[config.mk]
export PLATFORM = sky130hd
export DESIGN_NAME = recursive_lock_with_wait_queue_flat
export DESIGN_NICKNAME = d
export VERILOG_FILES = /design/src/sv/rlwq_pkg.sv /design/src/sv/rlwq_in_if.sv /design/src/sv/rlwq_out_if.sv /design/src/sv/recursive_lock_with_wait_queue.sv /design/src/flat_wrapper.sv
export SDC_FILE = /design/constraint.sdc
export NUM_CORES = 1
export LEC_CHECK = 0
export ABC_AREA = 1
export BUFFER_PORTS_ARGS = -buffer_cell sky130_fd_sc_hd__buf_2
export CORE_ASPECT_RATIO = 0.75
export CORE_MARGIN = 2
export CORE_UTILIZATION = 45
export DETAILED_ROUTE_END_ITERATION = 16
export PLACE_DENSITY_LB_ADDON = 0.3
export SETUP_SLACK_MARGIN = 0.1
export SYNTH_ARGS = -nofsm -noshare
export SYNTH_HDL_FRONTEND = slang
export SYNTH_SLANG_ARGS = --single-unit
export TNS_END_PERCENT = 100
[constraint.sdc]
create_clock -name clk -period 2.5 [get_ports clk]
set_input_delay 0.125 -clock clk [delete_from_list [all_inputs] [get_ports clk]]
set_output_delay 0.125 -clock clk [all_outputs]
set_load 0.02 [all_outputs]
[src/sv/rlwq_pkg.sv]
package rlwq_pkg;

  localparam int THREAD_BITS = 8;
  localparam int QUEUE_DEPTH = 16;
  localparam int NEST_BITS   = 16;

  localparam int QPTR_BITS  = (QUEUE_DEPTH > 1) ? $clog2(QUEUE_DEPTH) : 1;
  localparam int QUSED_BITS = $clog2(QUEUE_DEPTH + 1);

  localparam logic [NEST_BITS-1:0]  NEST_MAX   = {NEST_BITS{1'b1}};
  localparam logic [NEST_BITS-1:0]  NEST_ONE   = NEST_BITS'(1);
  localparam logic [QPTR_BITS-1:0]  QPTR_LAST  = QPTR_BITS'(QUEUE_DEPTH - 1);
  localparam logic [QUSED_BITS-1:0] QUSED_FULL = QUSED_BITS'(QUEUE_DEPTH);

  typedef enum logic {
    CMD_ACQUIRE = 1'b0,
    CMD_RELEASE = 1'b1
  } cmd_t;

  typedef enum logic [1:0] {
    ERR_NONE       = 2'd0,
    ERR_NOT_HOLDER = 2'd1,
    ERR_QUEUE_FULL = 2'd2,
    ERR_NEST_SAT   = 2'd3
  } err_t;

  typedef enum logic {
    ST_IDLE = 1'b0,
    ST_EXEC = 1'b1
  } state_t;

endpackage

[src/sv/rlwq_in_if.sv]
interface rlwq_in_if;
  logic                             valid;
  logic                             ready;
  logic                             command;
  logic [rlwq_pkg::THREAD_BITS-1:0] thread;

  modport source (output valid, output command, output thread, input ready);
  modport sink   (input valid, input command, input thread, output ready);
endinterface

[src/sv/rlwq_out_if.sv]
interface rlwq_out_if;
  logic                             valid;
  logic                             ready;
  logic                             granted;
  logic                             blocked;
  logic                             wake_valid;
  logic [rlwq_pkg::THREAD_BITS-1:0] wake_thread;
  logic [1:0]                       error;

  modport source (output valid, output granted, output blocked, output wake_valid,
                  output wake_thread, output error, input ready);
  modport sink   (input valid, input granted, input blocked, input wake_valid,
                  input wake_thread, input error, output ready);
endinterface

[src/sv/recursive_lock_with_wait_queue.sv]
// Flow: a request transfer captures the request and reads the head entry of the wait
// queue; the decide step then puts the result in the output register. No new request
// is taken until that decide step is done, due to the read-then-update pass over the
// wait queue memory; the decide step waits while the output register is still full.
// Reset: synchronous, active low; the lock is free, the queue is empty and no result
// is pending. The queue memory is not cleared; entries are read only after written.
module recursive_lock_with_wait_queue (
  input  logic              clk,
  input  logic              rst_n,
  rlwq_in_if.sink           in_ch,
  rlwq_out_if.source        out_ch
);

  // Lock state lives in a few flops; waiter ids live in a single-port-read memory.
  rlwq_pkg::state_t                     state_r, state_nxt;
  logic                                 lock_taken_r, lock_taken_nxt;
  logic [rlwq_pkg::THREAD_BITS-1:0]     owner_r, owner_nxt;
  logic [rlwq_pkg::NEST_BITS-1:0]       nest_r, nest_nxt;
  logic [rlwq_pkg::QPTR_BITS-1:0]       head_r, head_nxt;
  logic [rlwq_pkg::QPTR_BITS-1:0]       tail_r, tail_nxt;
  logic [rlwq_pkg::QUSED_BITS-1:0]      used_r, used_nxt;

  // The request captured at transfer time.
  logic                                 cmd_r;
  logic [rlwq_pkg::THREAD_BITS-1:0]     tid_r;

  logic [rlwq_pkg::THREAD_BITS-1:0]     queue_mem [rlwq_pkg::QUEUE_DEPTH];
  logic [rlwq_pkg::THREAD_BITS-1:0]     queue_rd_r;

  // Output register.
  logic                                 out_valid_r;
  logic                                 granted_r, granted_nxt;
  logic                                 blocked_r, blocked_nxt;
  logic                                 wake_valid_r, wake_valid_nxt;
  logic [rlwq_pkg::THREAD_BITS-1:0]     wake_thread_r, wake_thread_nxt;
  rlwq_pkg::err_t                       error_r, error_nxt;

  logic in_fire;
  logic exec_fire;
  logic push;

  // Next state: a transfer moves us to the decide step, which finishes once the
  // output register can take the result.
  always_comb begin
    state_nxt = state_r;
    case (state_r)
      rlwq_pkg::ST_IDLE: begin
        if (in_ch.valid) state_nxt = rlwq_pkg::ST_EXEC;
      end
      rlwq_pkg::ST_EXEC: begin
        if (!out_valid_r || out_ch.ready) state_nxt = rlwq_pkg::ST_IDLE;
      end
      default: state_nxt = rlwq_pkg::ST_IDLE;
    endcase
  end

  // Outputs of the sequencer.
  always_comb begin
    in_ch.ready = 1'b0;
    exec_fire   = 1'b0;
    case (state_r)
      rlwq_pkg::ST_IDLE: in_ch.ready = 1'b1;
      rlwq_pkg::ST_EXEC: exec_fire   = !out_valid_r || out_ch.ready;
      default: begin
        in_ch.ready = 1'b0;
        exec_fire   = 1'b0;
      end
    endcase
  end

  assign in_fire = in_ch.valid && in_ch.ready;

  // Decision logic. The head entry was read when the request was taken in, and no
  // write can land between that read and this step, so queue_rd_r is current.
  always_comb begin
    lock_taken_nxt  = lock_taken_r;
    owner_nxt       = owner_r;
    nest_nxt        = nest_r;
    head_nxt        = head_r;
    tail_nxt        = tail_r;
    used_nxt        = used_r;
    push            = 1'b0;
    granted_nxt     = 1'b0;
    blocked_nxt     = 1'b0;
    wake_valid_nxt  = 1'b0;
    wake_thread_nxt = '0;
    error_nxt       = rlwq_pkg::ERR_NONE;

    if (cmd_r == rlwq_pkg::CMD_ACQUIRE) begin
      if (lock_taken_r && owner_r == tid_r) begin
        // Nested acquire by the holder, unless the count is already at its ceiling.
        if (nest_r == rlwq_pkg::NEST_MAX) begin
          error_nxt = rlwq_pkg::ERR_NEST_SAT;
        end else begin
          nest_nxt    = nest_r + rlwq_pkg::NEST_ONE;
          granted_nxt = 1'b1;
        end
      end else if (!lock_taken_r) begin
        lock_taken_nxt = 1'b1;
        owner_nxt      = tid_r;
        nest_nxt       = rlwq_pkg::NEST_ONE;
        granted_nxt    = 1'b1;
      end else if (used_r >= rlwq_pkg::QUSED_FULL) begin
        error_nxt = rlwq_pkg::ERR_QUEUE_FULL;
      end else begin
        push        = 1'b1;
        tail_nxt    = (tail_r == rlwq_pkg::QPTR_LAST) ? '0 : tail_r + 1'b1;
        used_nxt    = used_r + 1'b1;
        blocked_nxt = 1'b1;
      end
    end else begin
      if (!lock_taken_r || owner_r != tid_r) begin
        error_nxt = rlwq_pkg::ERR_NOT_HOLDER;
      end else if (nest_r > rlwq_pkg::NEST_ONE) begin
        nest_nxt = nest_r - rlwq_pkg::NEST_ONE;
      end else begin
        // Last release frees the lock and wakes the oldest waiter, if there is one.
        lock_taken_nxt = 1'b0;
        owner_nxt      = '0;
        nest_nxt       = '0;
        if (used_r != '0) begin
          head_nxt        = (head_r == rlwq_pkg::QPTR_LAST) ? '0 : head_r + 1'b1;
          used_nxt        = used_r - 1'b1;
          wake_valid_nxt  = 1'b1;
          wake_thread_nxt = queue_rd_r;
        end
      end
    end
  end

  always_ff @(posedge clk) begin
    if (!rst_n) begin
      state_r      <= rlwq_pkg::ST_IDLE;
      lock_taken_r <= 1'b0;
      owner_r      <= '0;
      nest_r       <= '0;
      head_r       <= '0;
      tail_r       <= '0;
      used_r       <= '0;
      out_valid_r  <= 1'b0;
    end else begin
      state_r <= state_nxt;
      if (exec_fire) begin
        lock_taken_r <= lock_taken_nxt;
        owner_r      <= owner_nxt;
        nest_r       <= nest_nxt;
        head_r       <= head_nxt;
        tail_r       <= tail_nxt;
        used_r       <= used_nxt;
        out_valid_r  <= 1'b1;
      end else if (out_ch.ready) begin
        out_valid_r  <= 1'b0;
      end
    end
  end

  // Request capture and result payload carry no reset.
  always_ff @(posedge clk) begin
    if (in_fire) begin
      cmd_r <= in_ch.command;
      tid_r <= in_ch.thread;
    end
    if (exec_fire) begin
      granted_r     <= granted_nxt;
      blocked_r     <= blocked_nxt;
      wake_valid_r  <= wake_valid_nxt;
      wake_thread_r <= wake_thread_nxt;
      error_r       <= error_nxt;
    end
  end

  // Wait queue memory: the head is read as a request comes in, the tail written
  // when the decision queues a waiter.
  always_ff @(posedge clk) begin
    if (in_fire) queue_rd_r <= queue_mem[head_r];
    if (exec_fire && push) queue_mem[tail_r] <= tid_r;
  end

  assign out_ch.valid       = out_valid_r;
  assign out_ch.granted     = granted_r;
  assign out_ch.blocked     = blocked_r;
  assign out_ch.wake_valid  = wake_valid_r;
  assign out_ch.wake_thread = wake_thread_r;
  assign out_ch.error       = error_r;

`ifndef SYNTHESIS
  a_used_bound: assert property (@(posedge clk) disable iff (!rst_n)
    used_r <= rlwq_pkg::QUSED_FULL)
    else $error("waiter count exceeds queue depth");

  a_ptr_empty_full: assert property (@(posedge clk) disable iff (!rst_n)
    (used_r == '0 || used_r == rlwq_pkg::QUSED_FULL) |-> head_r == tail_r)
    else $error("queue pointers disagree with waiter count");

  a_result_from_exec: assert property (@(posedge clk) disable iff (!rst_n)
    $rose(out_valid_r) |-> $past(state_r == rlwq_pkg::ST_EXEC))
    else $error("result appeared without a decide step");

  a_grant_holds: assert property (@(posedge clk) disable iff (!rst_n)
    (exec_fire && granted_nxt) |=> (lock_taken_r && owner_r == $past(tid_r)))
    else $error("grant did not leave the requester holding the lock");

  a_one_outcome: assert property (@(posedge clk) disable iff (!rst_n)
    out_valid_r |-> $countones({granted_r, blocked_r, wake_valid_r}) <= 1)
    else $error("result reports more than one outcome");
`endif

endmodule

[src/flat_wrapper.sv]
// flat-port wrapper written by rule: the top's interface ports become plain ports
module recursive_lock_with_wait_queue_flat 
  (clk, rst_n, in_ch_valid, in_ch_command, in_ch_thread, in_ch_ready, out_ch_valid, out_ch_granted, out_ch_blocked, out_ch_wake_valid, out_ch_wake_thread, out_ch_error, out_ch_ready);
  rlwq_in_if in_ch_i ();
  rlwq_out_if out_ch_i ();
  input  logic clk;
  input  logic rst_n;
  input wire logic [$bits(in_ch_i.valid)-1:0] in_ch_valid;
  input wire logic [$bits(in_ch_i.command)-1:0] in_ch_command;
  input wire logic [$bits(in_ch_i.thread)-1:0] in_ch_thread;
  output wire logic [$bits(in_ch_i.ready)-1:0] in_ch_ready;
  output wire logic [$bits(out_ch_i.valid)-1:0] out_ch_valid;
  output wire logic [$bits(out_ch_i.granted)-1:0] out_ch_granted;
  output wire logic [$bits(out_ch_i.blocked)-1:0] out_ch_blocked;
  output wire logic [$bits(out_ch_i.wake_valid)-1:0] out_ch_wake_valid;
  output wire logic [$bits(out_ch_i.wake_thread)-1:0] out_ch_wake_thread;
  output wire logic [$bits(out_ch_i.error)-1:0] out_ch_error;
  input wire logic [$bits(out_ch_i.ready)-1:0] out_ch_ready;
  assign in_ch_i.valid = in_ch_valid;
  assign in_ch_i.command = in_ch_command;
  assign in_ch_i.thread = in_ch_thread;
  assign in_ch_ready = in_ch_i.ready;
  assign out_ch_valid = out_ch_i.valid;
  assign out_ch_granted = out_ch_i.granted;
  assign out_ch_blocked = out_ch_i.blocked;
  assign out_ch_wake_valid = out_ch_i.wake_valid;
  assign out_ch_wake_thread = out_ch_i.wake_thread;
  assign out_ch_error = out_ch_i.error;
  assign out_ch_i.ready = out_ch_ready;
  recursive_lock_with_wait_queue u_core (.clk(clk), .rst_n(rst_n), .in_ch(in_ch_i), .out_ch(out_ch_i));
endmodule
# Word-level counts from Yosys, hierarchy flattened
# Memories as Yosys holds them, arrays and structs flattened. A register that Yosys moved wholly into a read port is not among the register bits.
# Cells that the tools add are included.
[classes]
order_cmp = 2
reduce_logical = 18
mul = 0
n_shift = 0
addsub = 6
mux = 47
n_div = 0
bitwise = 7
n_eq_ne = 13
[op_table]
columns = ["operator", "count"]
rows = [
  ["two-way mux 16 bit", 6],
  ["two-way mux 8 bit", 5],
  ["two-way mux 5 bit", 7],
  ["two-way mux 1 bit", 21],
  ["adder 16 x 1 -> 16 bit (second input constant)", 1],
  ["== test 16 bit (second input constant)", 1],
  ["> comparator 16 x 1 -> 1 bit (second input constant)", 1],
  ["subtractor 16 x 1 -> 16 bit (second input constant)", 1],
  ["AND reduction 5 bit", 3],
  ["two-way mux 2 bit", 5],
  ["adder 4 x 1 -> 4 bit (second input constant)", 2],
  ["== test 4 bit (second input constant)", 2],
  ["== test 8 bit", 1],
  ["two-way mux 4 bit", 2],
  ["!= test 2 bit (second input constant)", 4],
  ["!= test 8 bit", 1],
  ["AND reduction 4 bit", 2],
  ["NOT 1 bit", 7],
  ["AND reduction 7 bit", 1],
  ["adder 5 x 1 -> 5 bit (second input constant)", 1],
  [">= comparator 5 bit (second input constant)", 1],
  ["nonzero test 5 bit", 1],
  ["subtractor 5 x 1 -> 5 bit (second input constant)", 1],
  ["!= test 2 x 1 -> 1 bit (second input constant)", 2],
  ["other kinds (9)", 14],
]
[word_totals]
memories = 1
in_bits = 13
ramBits = 128
out_inout_bits = 15
mem_bits_ro = 0
ff_bits = 62
latch_bits = 0
[mem_list]
columns = ["memory", "depth", "width", "read_ports", "rd_clocked_by_memory_dff", "write_ports", "line", "rtl"]
rows = [
  ["u_core.queue_mem", 16, 8, 1, 1, 1, "recursive_lock_with_wait_queue.sv:27", "logic [rlwq_pkg::THREAD_BITS-1:0] queue_mem [rlwq_pkg::QUEUE_DEPTH];"],
]

# Longest topological paths before layout
# Gate-level depths: netlist of the first run.
[logic_depth]
depth_word = 8
ltp_mapped = 14

# Least setup slack after synthesis of the first run
# No wires, ideal clock.
[synth_path]
kind = "reg-to-reg"
start = "register u_core.out_valid_r (netlist: u_core.out_ch.valid)"
end = "memory u_core.queue_mem[7][0] (netlist bit) (enable)"
setup_slack_ns = 0.055
arrival_time_ns = 2.062
setup_time_ns = 0.383
stages_incl_launch_ff = 4
cell_sequence = "dfxtp_1 > a21oi_2 > nand3_1 > nor3_1"
[synth_via]
elab_chain_len = 6
[synth_rtl]
columns = ["item", "line", "rtl"]
rows = [
  ["start: declaration", "recursive_lock_with_wait_queue.sv:31", "logic out_valid_r;"],
  ["start signal: assignment", "recursive_lock_with_wait_queue.sv:140", "out_valid_r <= 1'b0;"],
  ["start signal: assignment", "recursive_lock_with_wait_queue.sv:150", "out_valid_r <= 1'b1;"],
  ["start signal: assignment", "recursive_lock_with_wait_queue.sv:152", "out_valid_r <= 1'b0;"],
  ["logical NOT 1 bit", "recursive_lock_with_wait_queue.sv:63", "rlwq_pkg::ST_EXEC: exec_fire = !out_valid_r || out_ch.ready;"],
  ["logical OR 1 bit", "recursive_lock_with_wait_queue.sv:63", ""],
  ["two-way mux 1 bit", "recursive_lock_with_wait_queue.sv:61", "case (state_r)"],
  ["named net u_core.exec_fire", "recursive_lock_with_wait_queue.sv:39", "logic exec_fire;"],
  ["logical AND 1 bit", "recursive_lock_with_wait_queue.sv:176", "if (exec_fire && push) queue_mem[tail_r] <= tid_r;"],
  ["two-way mux 1 bit", "recursive_lock_with_wait_queue.sv:176", ""],
  ["two-way mux 1 bit (not written as such)", "recursive_lock_with_wait_queue.sv:176", ""],
  ["end: declaration", "recursive_lock_with_wait_queue.sv:27", ""],
]
# The timed path passes the listed nets, and every way through them passes these cells.

# Worst setup path in the final report of the first run
[layout_path]
start = "register u_core.tid_r[0] (netlist bit)"
end = "memory u_core.queue_mem[4][3] (netlist bit) (enable)"
[layout_via]
elab_chain_len = 7
[layout_rtl]
columns = ["item", "line", "rtl"]
rows = [
  ["start: declaration", "recursive_lock_with_wait_queue.sv:25", "logic [rlwq_pkg::THREAD_BITS-1:0] tid_r;"],
  ["start signal: assignment", "recursive_lock_with_wait_queue.sv:161", "tid_r <= in_ch.thread;"],
  ["== test 8 bit", "recursive_lock_with_wait_queue.sv:90", "if (lock_taken_r && owner_r == tid_r) begin"],
  ["logical AND 1 bit", "recursive_lock_with_wait_queue.sv:90", ""],
  ["two-way mux 1 bit", "recursive_lock_with_wait_queue.sv:90", ""],
  ["two-way mux 1 bit", "recursive_lock_with_wait_queue.sv:89", "if (cmd_r == rlwq_pkg::CMD_ACQUIRE) begin"],
  ["logical AND 1 bit", "recursive_lock_with_wait_queue.sv:176", ""],
  ["two-way mux 1 bit", "recursive_lock_with_wait_queue.sv:176", ""],
  ["two-way mux 1 bit (not written as such)", "recursive_lock_with_wait_queue.sv:176", ""],
]
# No other way between the ends.

==> impl_results.md, run 1 <==
* Post-Synth XOR/XNOR Area at 0.0223
* Area grow syn2layout at 14.2%
* Logic pwr share at 0.079
* Slew @ Worst Pin at just under 0.8 ns
* Fin crit period at 2.36 ns
* Worst Path Required at around 2.6 ns
* Area contributors post-synth: edfxtp_1 (53%), dfxtp_1 (8.9%), nor2_1 (7.6%), nand2_1 (7.3%), o21ai_0 (4.8%)
* Switch share at 0.242
* Leak pwr at slightly below 4 nW
* Proportion of layout cells with a drive suffix above 1 at 0.117
* FILL cells at between 1500 and 2000
* Synth top cells by count: nor2_1 (183), nand2_1 (175), edfxtp_1 (158)
* Vias at ~6700
* WS Path Type: register to register
* Placer congestion estimate at about 0.9
* Synth Flop Type: edfxtp_1
* Final hold viol count at 0
* DIE HEIGHT at between 100 and 150 um
* Largest net degree at the start of global routing at 67
* Max transition margin at 0.485
* Clock sink count at around 200
* Sequential area share after synthesis at 0.615
* Crit path cell chain: inv_1 -> nand2_1 -> nand2_1 -> nor2_1 -> nand2_1 -> nor2_1 -> nand2_1 -> nand3_1 -> inv_2 -> nand2_1 -> nor2_1
* CP max stage cell: nor2_1
* Core Region at 0.0195 mm2
* Vias per Instance at between 5 and 6
* Synth Area in Adders at 0.0216
* Die X at about 170 um
* Number of top-level pins at 28
* Flops & latches, synth at approximately 200
* Max Cap Viol at 0
* Total Neg Setup Slack at 0 ns
* Post-Syn Area at between 0.009 and 0.01 mm2
* Slew Limit Fails at 0
* Cells after Synth at between 900 and 1000
* Finished Cell Area at roughly 0.010 mm2
* Initial DRC count at around 720
* Highest Clock Rate at between 0.4 and 0.5 GHz
* Clock Pin Slew Worst Setup and Hold Paths at 0.07 ns
* Clock latency at the later pin of the worst-skew pair at between 0.4 and 0.5 ns
* WHS Path Cells at 3
* Critical path arrival at 2.42 ns
* Initial Utilization at 0.463
* Status: finished with violations
* Worst hold margin at 0.182 ns
* Period Utilization, post-route at 0.943
* Post-Route WL at about 21000 um
* CTS tree: built
* Synth async-reset ratio at 0
* Layout Nets at 1014
* RSZ-0062 raised after global routing: yes
* Syn Nets at a little under 1000
* Clk_skew at approximately 0.011 ns
* DRC at 1
* Post-synth EDFFs at 158
* Register area at ~0.0055 mm2
* Root buf cell: clkbuf_16
* Cell taking the most area after synthesis: edfxtp_1
* Final setup fails at 0
* CP endpoint kind: register
* Antenna Cells at 0
* Largest family of logic cells by synthesized area: simple AND/OR/NAND/NOR gates
* DRT antenna net count at 0
* Worst IR drop on VDD at ~520 uV
* First-pass iteration count of the detailed router at 12
* Syn. warnings at 0
* Startpoint Class: register
* Violated checks: DRC
* Initial antenna violation count at 0
* Post-synthesis mux area share at 0
* PwrDens at between 600 and 700 mW/mm2
* Total die area at approximately 0.021 mm2
* Synth Area in Compound Gates at 0.0975
* Per-cell routed wire length at between 15 and 20 um
* Most frequent cell after synthesis: nor2_1
* Synth Area in Simple Gates at 0.194
* Min-delay worst type: input pin to register
* Row cnt at 44
* Top-area cell type share of the netlist area at 0.526
* Seq pwr share at 0.523
* H-tree levels at 4
* GR Overflow Total at 0
* Post-synth cell types at 35
* Crit-path max cell delay at roughly 0.62 ns
* IO Port Bufs at 27
* Path depth of the worst reg2reg path at 11
* Placed Instance Area at approximately 0.0096 mm2
* Sw Pwr at between 1.5 and 2 mW
* First-pass GRT wire length at ~33000 um
* Clock network power share at 0.398
* Vias in the first global route at between 6000 and 7000
* CTS Buffer Depth at 2
* CTS buffer count at 17
* Pint at 5.30 mW
* Total Routing Usage GR at 0.205
* Area of the multi-input gates at ~0.003 mm2
* Hpwl dp at around 14000 um
* Synth Area per Inst at around 9.7 um2
* CP max FO at 8
* Most used cell, CP: nand2_1
registers in the layout, indices dropped and copies added, names as in the netlist:
name                       count
u_core.out_ch.wake_valid       1
u_core.out_ch.wake_thread      8
u_core.out_ch.error            2
u_core.nest_r                 16
u_core.out_ch.granted          1
u_core.state_r                 1
u_core.tid_r                   8
u_core.out_ch.valid            1
u_core.out_ch.blocked          1
u_core.tail_r                  4
u_core.cmd_r                   1
u_core.queue_rd_r              8
u_core.head_r                  4
u_core.queue_mem             128
u_core.lock_taken_r            1
u_core.owner_r                 8
u_core.used_r                  5
path summary, 6_finish.rpt:
path | from | endpoint | slack (ns)
max | u_core.tid_r[0] | u_core.queue_mem[4][3] | 0.14
min | rst_n | u_core.nest_r[12] | 0.18
max reg2reg | u_core.tid_r[0] | u_core.queue_mem[4][3] | 0.14
min reg2reg | u_core.owner_r[6] | u_core.owner_r[6] | 0.49
what timing repair did:
item                                    in CTS  in global routing
pin swaps                                    0                  1
hold buffers                                11                  0
gates resized for setup                      1                 10
endpoints found under the setup margin       8                119
endpoints found under the hold margin       11                  0
setup buffers                                0                  1
routing by layer:
metal | vias to the layer above | track usage | routed length (um)
met2 | 262 | 0.288 | 8690
met4 | 0 | 0.0578 | 225
met3 | 20 | 0.0387 | 1670
met5 | - | 0 | 0
met1 | 3098 | 0.323 | 10300
li1 | 3272 | - | -
critical path: cells and delay by family (launching register included):
family | cells | cell delay [ns]
simple gates | 9 | 1.31
flops | 1 | 0.45
buf+inv | 2 | 0.23
stage by stage:
| step | std cells | power [mW] | worst slack, ns | utilization |
|---|---|---|---|---|
| after floorplan | 934 | 4.10 | 0.0801 | - |
| after global placement | 1208 | 4.25 | 0.219 | 0.491 |
| after detailed placement | 1208 | 4.26 | 0.127 | 0.491 |
| after CTS | 1250 | 7.02 | 0.147 | 0.527 |
| after global routing | 1251 | 7.23 | -0.118 | 0.529 |
| final | 1251 | 6.99 | 0.142 | 0.529 |
cells in the final DEF, fill, tap and decap left out, types with 5 or more instances in the layout:
cell type / n
nand2_1: 175
nor2_1: 172
edfxtp_1: 158
o21ai_0: 87
inv_1: 70
nand3_1: 43
dfxtp_1: 39
buf_2: 27
buf_4: 26
o22ai_1: 21
a21oi_1: 20
xor2_1: 18
clkbuf_16: 17
nor2_2: 14
ha_1: 14
o221ai_1: 13
dlygate4sd3_1: 11
nand4_1: 8
inv_2: 7
xnor2_1: 5
nor3_1: 5
power by group through the flow:
stage | sequential [mW] | clock (mW) | combinational, mW
2_1_floorplan | 3.75 | 0 | 0.347
3_3_place_gp | 3.73 | 0 | 0.523
3_5_place_dp | 3.73 | 0 | 0.528
4_1_cts | 3.66 | 2.82 | 0.544
5_1_grt | 3.66 | 2.95 | 0.621
6_report | 3.66 | 2.78 | 0.552
cell type report:
cell class,instances,share of cell area
clock inverter,14,0.0160
timing repair buffer,66,0.0466
tap,253,0.0307
clock buffer,17,0.0413
inverter,81,0.0295
multi-input combinational,622,0.297
sequential,198,0.539
logic make-up after synthesis:
kind of cell | after synthesis
AOI/OAI and AO/OA | 155
and+or+nand+nor | 429
xor gates and xnor gates | 23
DFF | 198
buffers and inverters | 114
adders and majority gates | 15
Power figures use the tool's default switching activity.
==> inputs of run 2 (changes only) <==
- CELL_PAD_IN_SITES_DETAIL_PLACEMENT: unset -> 1
- CELL_PAD_IN_SITES_GLOBAL_PLACEMENT: unset -> 2
- CORE_UTILIZATION: 45 -> 36
- SLEW_MARGIN: unset -> 20
==> impl_results.md, run 2 (same netlist as run 1, synthesis figures left out) <==
* Total power at between 7 and 8 mW
* Number of top-level pins at 28
* Min-delay worst type: input pin to register
* Switch share at 0.234
* Hpwl dp at 16600 um
* Core Region at between 0.02 and 0.025 mm2
* Hold path startpoint: rst_n
* Placer congestion estimate at roughly 0.75
* First-pass iteration count of the detailed router at 5
* GR Overflow Total at 0
* Critical path arrival at roughly 2.6 ns
* Fin crit period at 2.19 ns
* Proportion of layout cells with a drive suffix above 1 at 0.115
* Most frequent cells in the layout: nor2_1 (182), nand2_1 (175), edfxtp_1 (158)
* Sw Pwr at roughly 1.6 mW
* Worst r2r dst: u_core.nest_r[3]
* Die X at between 150 and 200 um
* CTS tree: built
* Clock Pin Slew Worst Setup and Hold Paths at about 0.070 ns
* Finished Core Util at 0.423
* Area grow syn2layout at 16.3%
* Initial DRC count at approximately 480
* Antenna Cells at 0
* Startpoint Class: register
* Row cnt at 50
* PwrDens at around 670 mW/mm2
* Pint at between 5 and 6 mW
* CP max FO at 32
* # Post-CTS Setup Buffers at 0
* Initial antenna violation count at 0
* IO Port Bufs at 27
* Clock sink count at ~200
* DRT antenna net count at 0
* WHS Path Cells at 4
* Path depth of the worst reg2reg path at 11
* CTS Buffer Depth at 2
* Finished Cell Area at about 0.010 mm2
* Most used cell, CP: nand2_1
* Vias per Instance at around 5.0
* FILL cells at between 2000 and 3000
* Total Neg Setup Slack at 0 ns
* Commonest non-fill, non-tap cell in the layout: nor2_1
* DIE HEIGHT at between 100 and 150 um
* Slew @ Worst Pin at 0.694 ns
* Per-cell routed wire length at roughly 18 um
* DRC at 0
* Initial Utilization at 0.364
* Max Cap Viol at 0
* Total die area at 0.0263 mm2
* Total Routing Usage GR at 0.197
* Seq pwr share at 0.523
* Crit path cell chain: xnor2_1 -> nand3b_1 -> nor2_4 -> inv_1 -> ha_1 -> a21boi_1 -> nand3_2 -> buf_12 -> nand2_1 -> nand2_1 -> nor2_1
* Area of the multi-input gates at approximately 0.0030 mm2
* RSZ-0062 raised after global routing: no
* Register area at roughly 0.0055 mm2
* Final setup fails at 0
* Hold EP: u_core.nest_r[15]
* Root buf cell: clkbuf_16
* Flop-to-flop setup slack at between 0.3 and 0.4 ns
* First-pass GRT wire length at about 39000 um
* Clock latency at the later pin of the worst-skew pair at approximately 0.43 ns
* Vias in the first global route at between 6000 and 7000
* Layout Nets at 1030
* Period Utilization, post-route at 0.875
* Highest Clock Rate at about 0.46 GHz
* Logic pwr share at 0.082
* H-tree levels at 4
* Final hold viol count at 0
* Post-Route WL at between 20000 and 25000 um
* CP endpoint kind: register
* Worst Path Required at 2.88 ns
* CP max stage cell: edfxtp_1
* Clk_skew at roughly 0.009 ns
* Worst IR drop on VDD at 527 uV
* WS Path Type: register to register
* Crit-path max cell delay at roughly 0.45 ns
* Status: finished clean
* WP buf/inv at 2
* Most flops, register: u_core.queue_mem
* Worst reg2reg path startpoint: u_core.tid_r[6]
* Clock network power share at 0.395
* Max FFs per register at between 100 and 150
* CP top delay family: simple AND/OR/NAND/NOR gates
* Placed Instance Area at 0.00980 mm2
* Vias at 6768
* Top Registers: u_core.queue_mem x128, u_core.nest_r x16
* Max transition margin at 0.536
* Leak pwr at between 3 and 4 nW
* CTS buffer count at 17
* Largest net degree at the start of global routing at 67
* Slew Limit Fails at 0
-- run 2: final cells by class --
class	instances	area share
multi-input combinational	622	0.290
clock buffer	21	0.0420
sequential	198	0.529
clock inverter	9	0.0124
inverter	81	0.0290
tap	338	0.0403
timing repair buffer	82	0.0573
-- run 2: worst max-delay path by stage --
stage / start / endpoint / slack (ns) / depth (start not counted)
finish: u_core.tid_r[6] / u_core.nest_r[3] / 0.31 / 11
global route: u_core.tid_r[6] / u_core.nest_r[10] / 0.13 / 11
CTS: u_core.tid_r[7] / u_core.nest_r[2] / 0.27 / 13
detailed placement: u_core.tid_r[7] / u_core.nest_r[3] / 0.30 / 13
global placement: u_core.tid_r[7] / u_core.nest_r[7] / 0.35 / 13
floorplan: u_core.out_ch.valid / u_core.queue_mem[0][0] / 0.08 / 5
-- run 2: metal layers --
metal / up-vias / part of all wire / track usage
li1: 3292 / - / -
met1: 3333 / 0.51 / 0.299
met2: 129 / 0.43 / 0.295
met3: 14 / 0.047 / 0.0321
met4: 0 / 0.0091 / 0.0464
met5: - / 0 / 0
-- run 2: what timing repair did --
item / in CTS / in global routing
endpoints found under the setup margin: 0 / 10
hold buffers: 11 / 0
gates resized for setup: 0 / 1
endpoints found under the hold margin: 11 / 0
-- run 2: stage by stage --
| step | worst slack [ns] | instances | hold slack (ns) |
|---|---|---|---|
| after global routing | 0.128 | 1351 | 0.219 |
| after detailed placement | 0.296 | 1310 | 0.305 |
| after global placement | 0.347 | 1310 | 0.303 |
| final | 0.313 | 1351 | 0.211 |
| after CTS | 0.273 | 1351 | 0.191 |
| after floorplan | 0.0801 | 934 | 0.224 |
-- run 2: power groups by stage --
stage                     sequential (mW)  combinational (mW)  clock (mW)
after floorplan                      3.75               0.347           0
after global placement               3.74               0.551           0
after detailed placement             3.74               0.561           0
after CTS                            3.66               0.580        2.83
after global routing                 3.67               0.649        2.94
final                                3.66               0.574        2.77
-- run 2: worst reg2reg max path: cells and delay by family (launching register included) --
kind,cells,cell delay [ns]
and+or+nand+nor,6,0.74
DFF,1,0.45
xor gates and xnor gates,1,0.33
buffers and inverters,2,0.26
adders and majority gates,1,0.18
AOI/OAI and AO/OA,1,0.18
==> inputs of run 3 (changes only) <==
- CORE_UTILIZATION: 36 -> 40
- SLEW_MARGIN: 20 -> 5
- clock period: 2.5 -> 2.32 ns (I/O delays scaled with it)
==> impl_results.md, run 3 (same netlist as run 1, synthesis figures left out) <==
* Total Neg Setup Slack at 0 ns
* Worst IR drop on VDD at between 500 and 600 uV
* Switch share at 0.246
* CP max FO at 8
* Slew @ Worst Pin at 0.708 ns
* First-pass GRT wire length at slightly below 40000 um
* Worst r2r dst: u_core.used_r[4]
* Sw Pwr at 1.87 mW
* First-pass iteration count of the detailed router at 6
* Clk_skew at between 0.01 and 0.015 ns
* H-tree levels at 4
* Logic pwr share at 0.085
* Antenna Cells at 0
* Commonest non-fill, non-tap cell in the layout: nor2_1
* DIE HEIGHT at ~130 um
* Clock sink count at 198
* Pint at about 5.7 mW
* Most flops, register: u_core.queue_mem
* End of the critical path: u_core.used_r[4]
* Post-Route WL at between 20000 and 25000 um
* Worst reg2reg path startpoint: u_core.tid_r[4]
* CTS tree: built
* Total power at around 7.6 mW
* Layout Nets at 1037
* Top Registers: u_core.queue_mem x128, u_core.nest_r x16
* Number of top-level pins at 28
* Crit-path max cell delay at roughly 0.42 ns
* DRT antenna net count at 0
* Initial DRC count at 487
* Vias at between 6000 and 7000
* FILL cells at around 2600
* Finished Core Util at 0.477
* Flop-to-flop setup slack at 0.29 ns
* Total Routing Usage GR at 0.222
* Die X at 177 um
* CTS buffer count at 17
* Core Region at 0.0221 mm2
* Crit path from: u_core.tid_r[4]
* Largest net degree at the start of global routing at 67
* Row cnt at 47
* Initial Utilization at 0.408
* Root buf cell: clkbuf_16
* Placer congestion estimate at ~0.8
* CP max stage cell: edfxtp_1
* IO Port Bufs at 27
* Slew Limit Fails at 0
* Max transition margin at 0.527
* Final setup fails at 0
* Crit path cell chain: inv_1 -> nand2_1 -> nand2_1 -> nor2_1 -> nand3_1 -> nor2_2 -> buf_4 -> ha_1 -> nor2_1 -> o211ai_1 -> nor2_2 -> buf_4 -> nand3_1 -> a21oi_1
* Final hold viol count at 0
* Period Utilization, post-route at 0.874
* Vias in the first global route at just under 7000
* Fin crit period at ~2.0 ns
* WS Path Type: register to register
* CTS Buffer Depth at 2
* Hpwl dp at approximately 17000 um
* Vias per Instance at 5.21
* Min-delay worst type: input pin to register
* Initial antenna violation count at 0
* Non-Filler Instances at approximately 1300
* Per-cell routed wire length at 19.0 um
* Max Cap Viol at 0
* DRC at 0
* Seq pwr share at 0.521
* Placed Instance Area at a little under 0.01 mm2
* Proportion of layout cells with a drive suffix above 1 at 0.137
* Area grow syn2layout at 16.9%
* GR Overflow Total at 0
* Total die area at between 0.02 and 0.025 mm2
* Clock network power share at 0.394
* RSZ-0062 raised after global routing: no
* Startpoint Class: register
* Status: finished clean
* Path depth of the worst reg2reg path at 14
* Worst Path Required at around 2.7 ns
* Clock latency at the later pin of the worst-skew pair at between 0.4 and 0.5 ns
* Max FFs per register at approximately 130
* Clock Pin Slew Worst Setup and Hold Paths at around 0.070 ns
* CP endpoint kind: register
* PwrDens at between 700 and 800 mW/mm2
* Most frequent cells in the layout: nor2_1 (179), nand2_1 (172), edfxtp_1 (158)
* Finished Cell Area at 0.0105 mm2
* Post-Place Cells at 1270
* Highest Clock Rate at 0.493 GHz
* Leak pwr at around 4.0 nW
* Critical path arrival at between 2 and 2.5 ns
[run 3: final cells by class]
type                       count  area, um2  area share
clock buffer                  17        425      0.0403
multi-input combinational    622       3070       0.291
inverter                      81        304      0.0288
tap                          294        368      0.0349
clock inverter                14        150      0.0142
timing repair buffer          89        678      0.0643
sequential                   198       5550       0.526
[run 3: power groups by stage]
stage          Sequential (mW)  Combinational [mW]  Clock (mW)
2_1_floorplan             4.05               0.375           0
3_3_place_gp              4.02               0.608           0
3_5_place_dp              4.02               0.622           0
4_1_cts                   3.94               0.642        3.02
5_1_grt                   3.95               0.740        3.17
6_report                  3.94               0.646        2.98
[run 3: worst min path at each step]
stage	startpoint	end	slack (ns)	depth (start not counted)
detailed placement	in_ch_thread[4]	u_core.tid_r[4]	0.29	1
CTS	rst_n	u_core.nest_r[2]	0.18	4
global placement	in_ch_command	u_core.cmd_r	0.29	1
global route	rst_n	u_core.nest_r[7]	0.18	4
floorplan	in_ch_command	u_core.cmd_r	0.21	0
finish	rst_n	u_core.nest_r[2]	0.19	4
[run 3: worst max-delay path, delay by kind of cell (launching register included)]
kind / cells / cell delay (ns)
AND/OR/NAND/NOR: 8 / 0.74
flip-flops: 1 / 0.42
buffers and inverters: 3 / 0.37
AO/OA/AOI/OAI: 2 / 0.24
adder cells (fa/ha/maj): 1 / 0.18
[run 3: per-layer routing]
layer / part of all wire / vias up / track usage
met5: 0 / - / 0
met4: 0.0075 / 0 / 0.0446
met3: 0.054 / 10 / 0.0507
met2: 0.42 / 138 / 0.321
met1: 0.51 / 3386 / 0.342
li1: - / 3317 / -
[run 3: per-stage QoR]
step	setup WS (ns)	hold WS (ns)
2_1_floorplan	-0.0443	0.215
3_5_place_dp	0.195	0.295
6_report	0.293	0.189
3_3_place_gp	0.268	0.292
4_1_cts	0.139	0.178
5_1_grt	0.0815	0.183
[run 3: repair_timing]
| action | CTS | global route |
|---|---|---|
| hold buffers | 11 | 0 |
| gates resized for setup | 0 | 8 |
| hold endpoints to repair | 11 | 0 |
| buffers inserted | 0 | 3 |
| endpoints found under the setup margin | 0 | 24 |
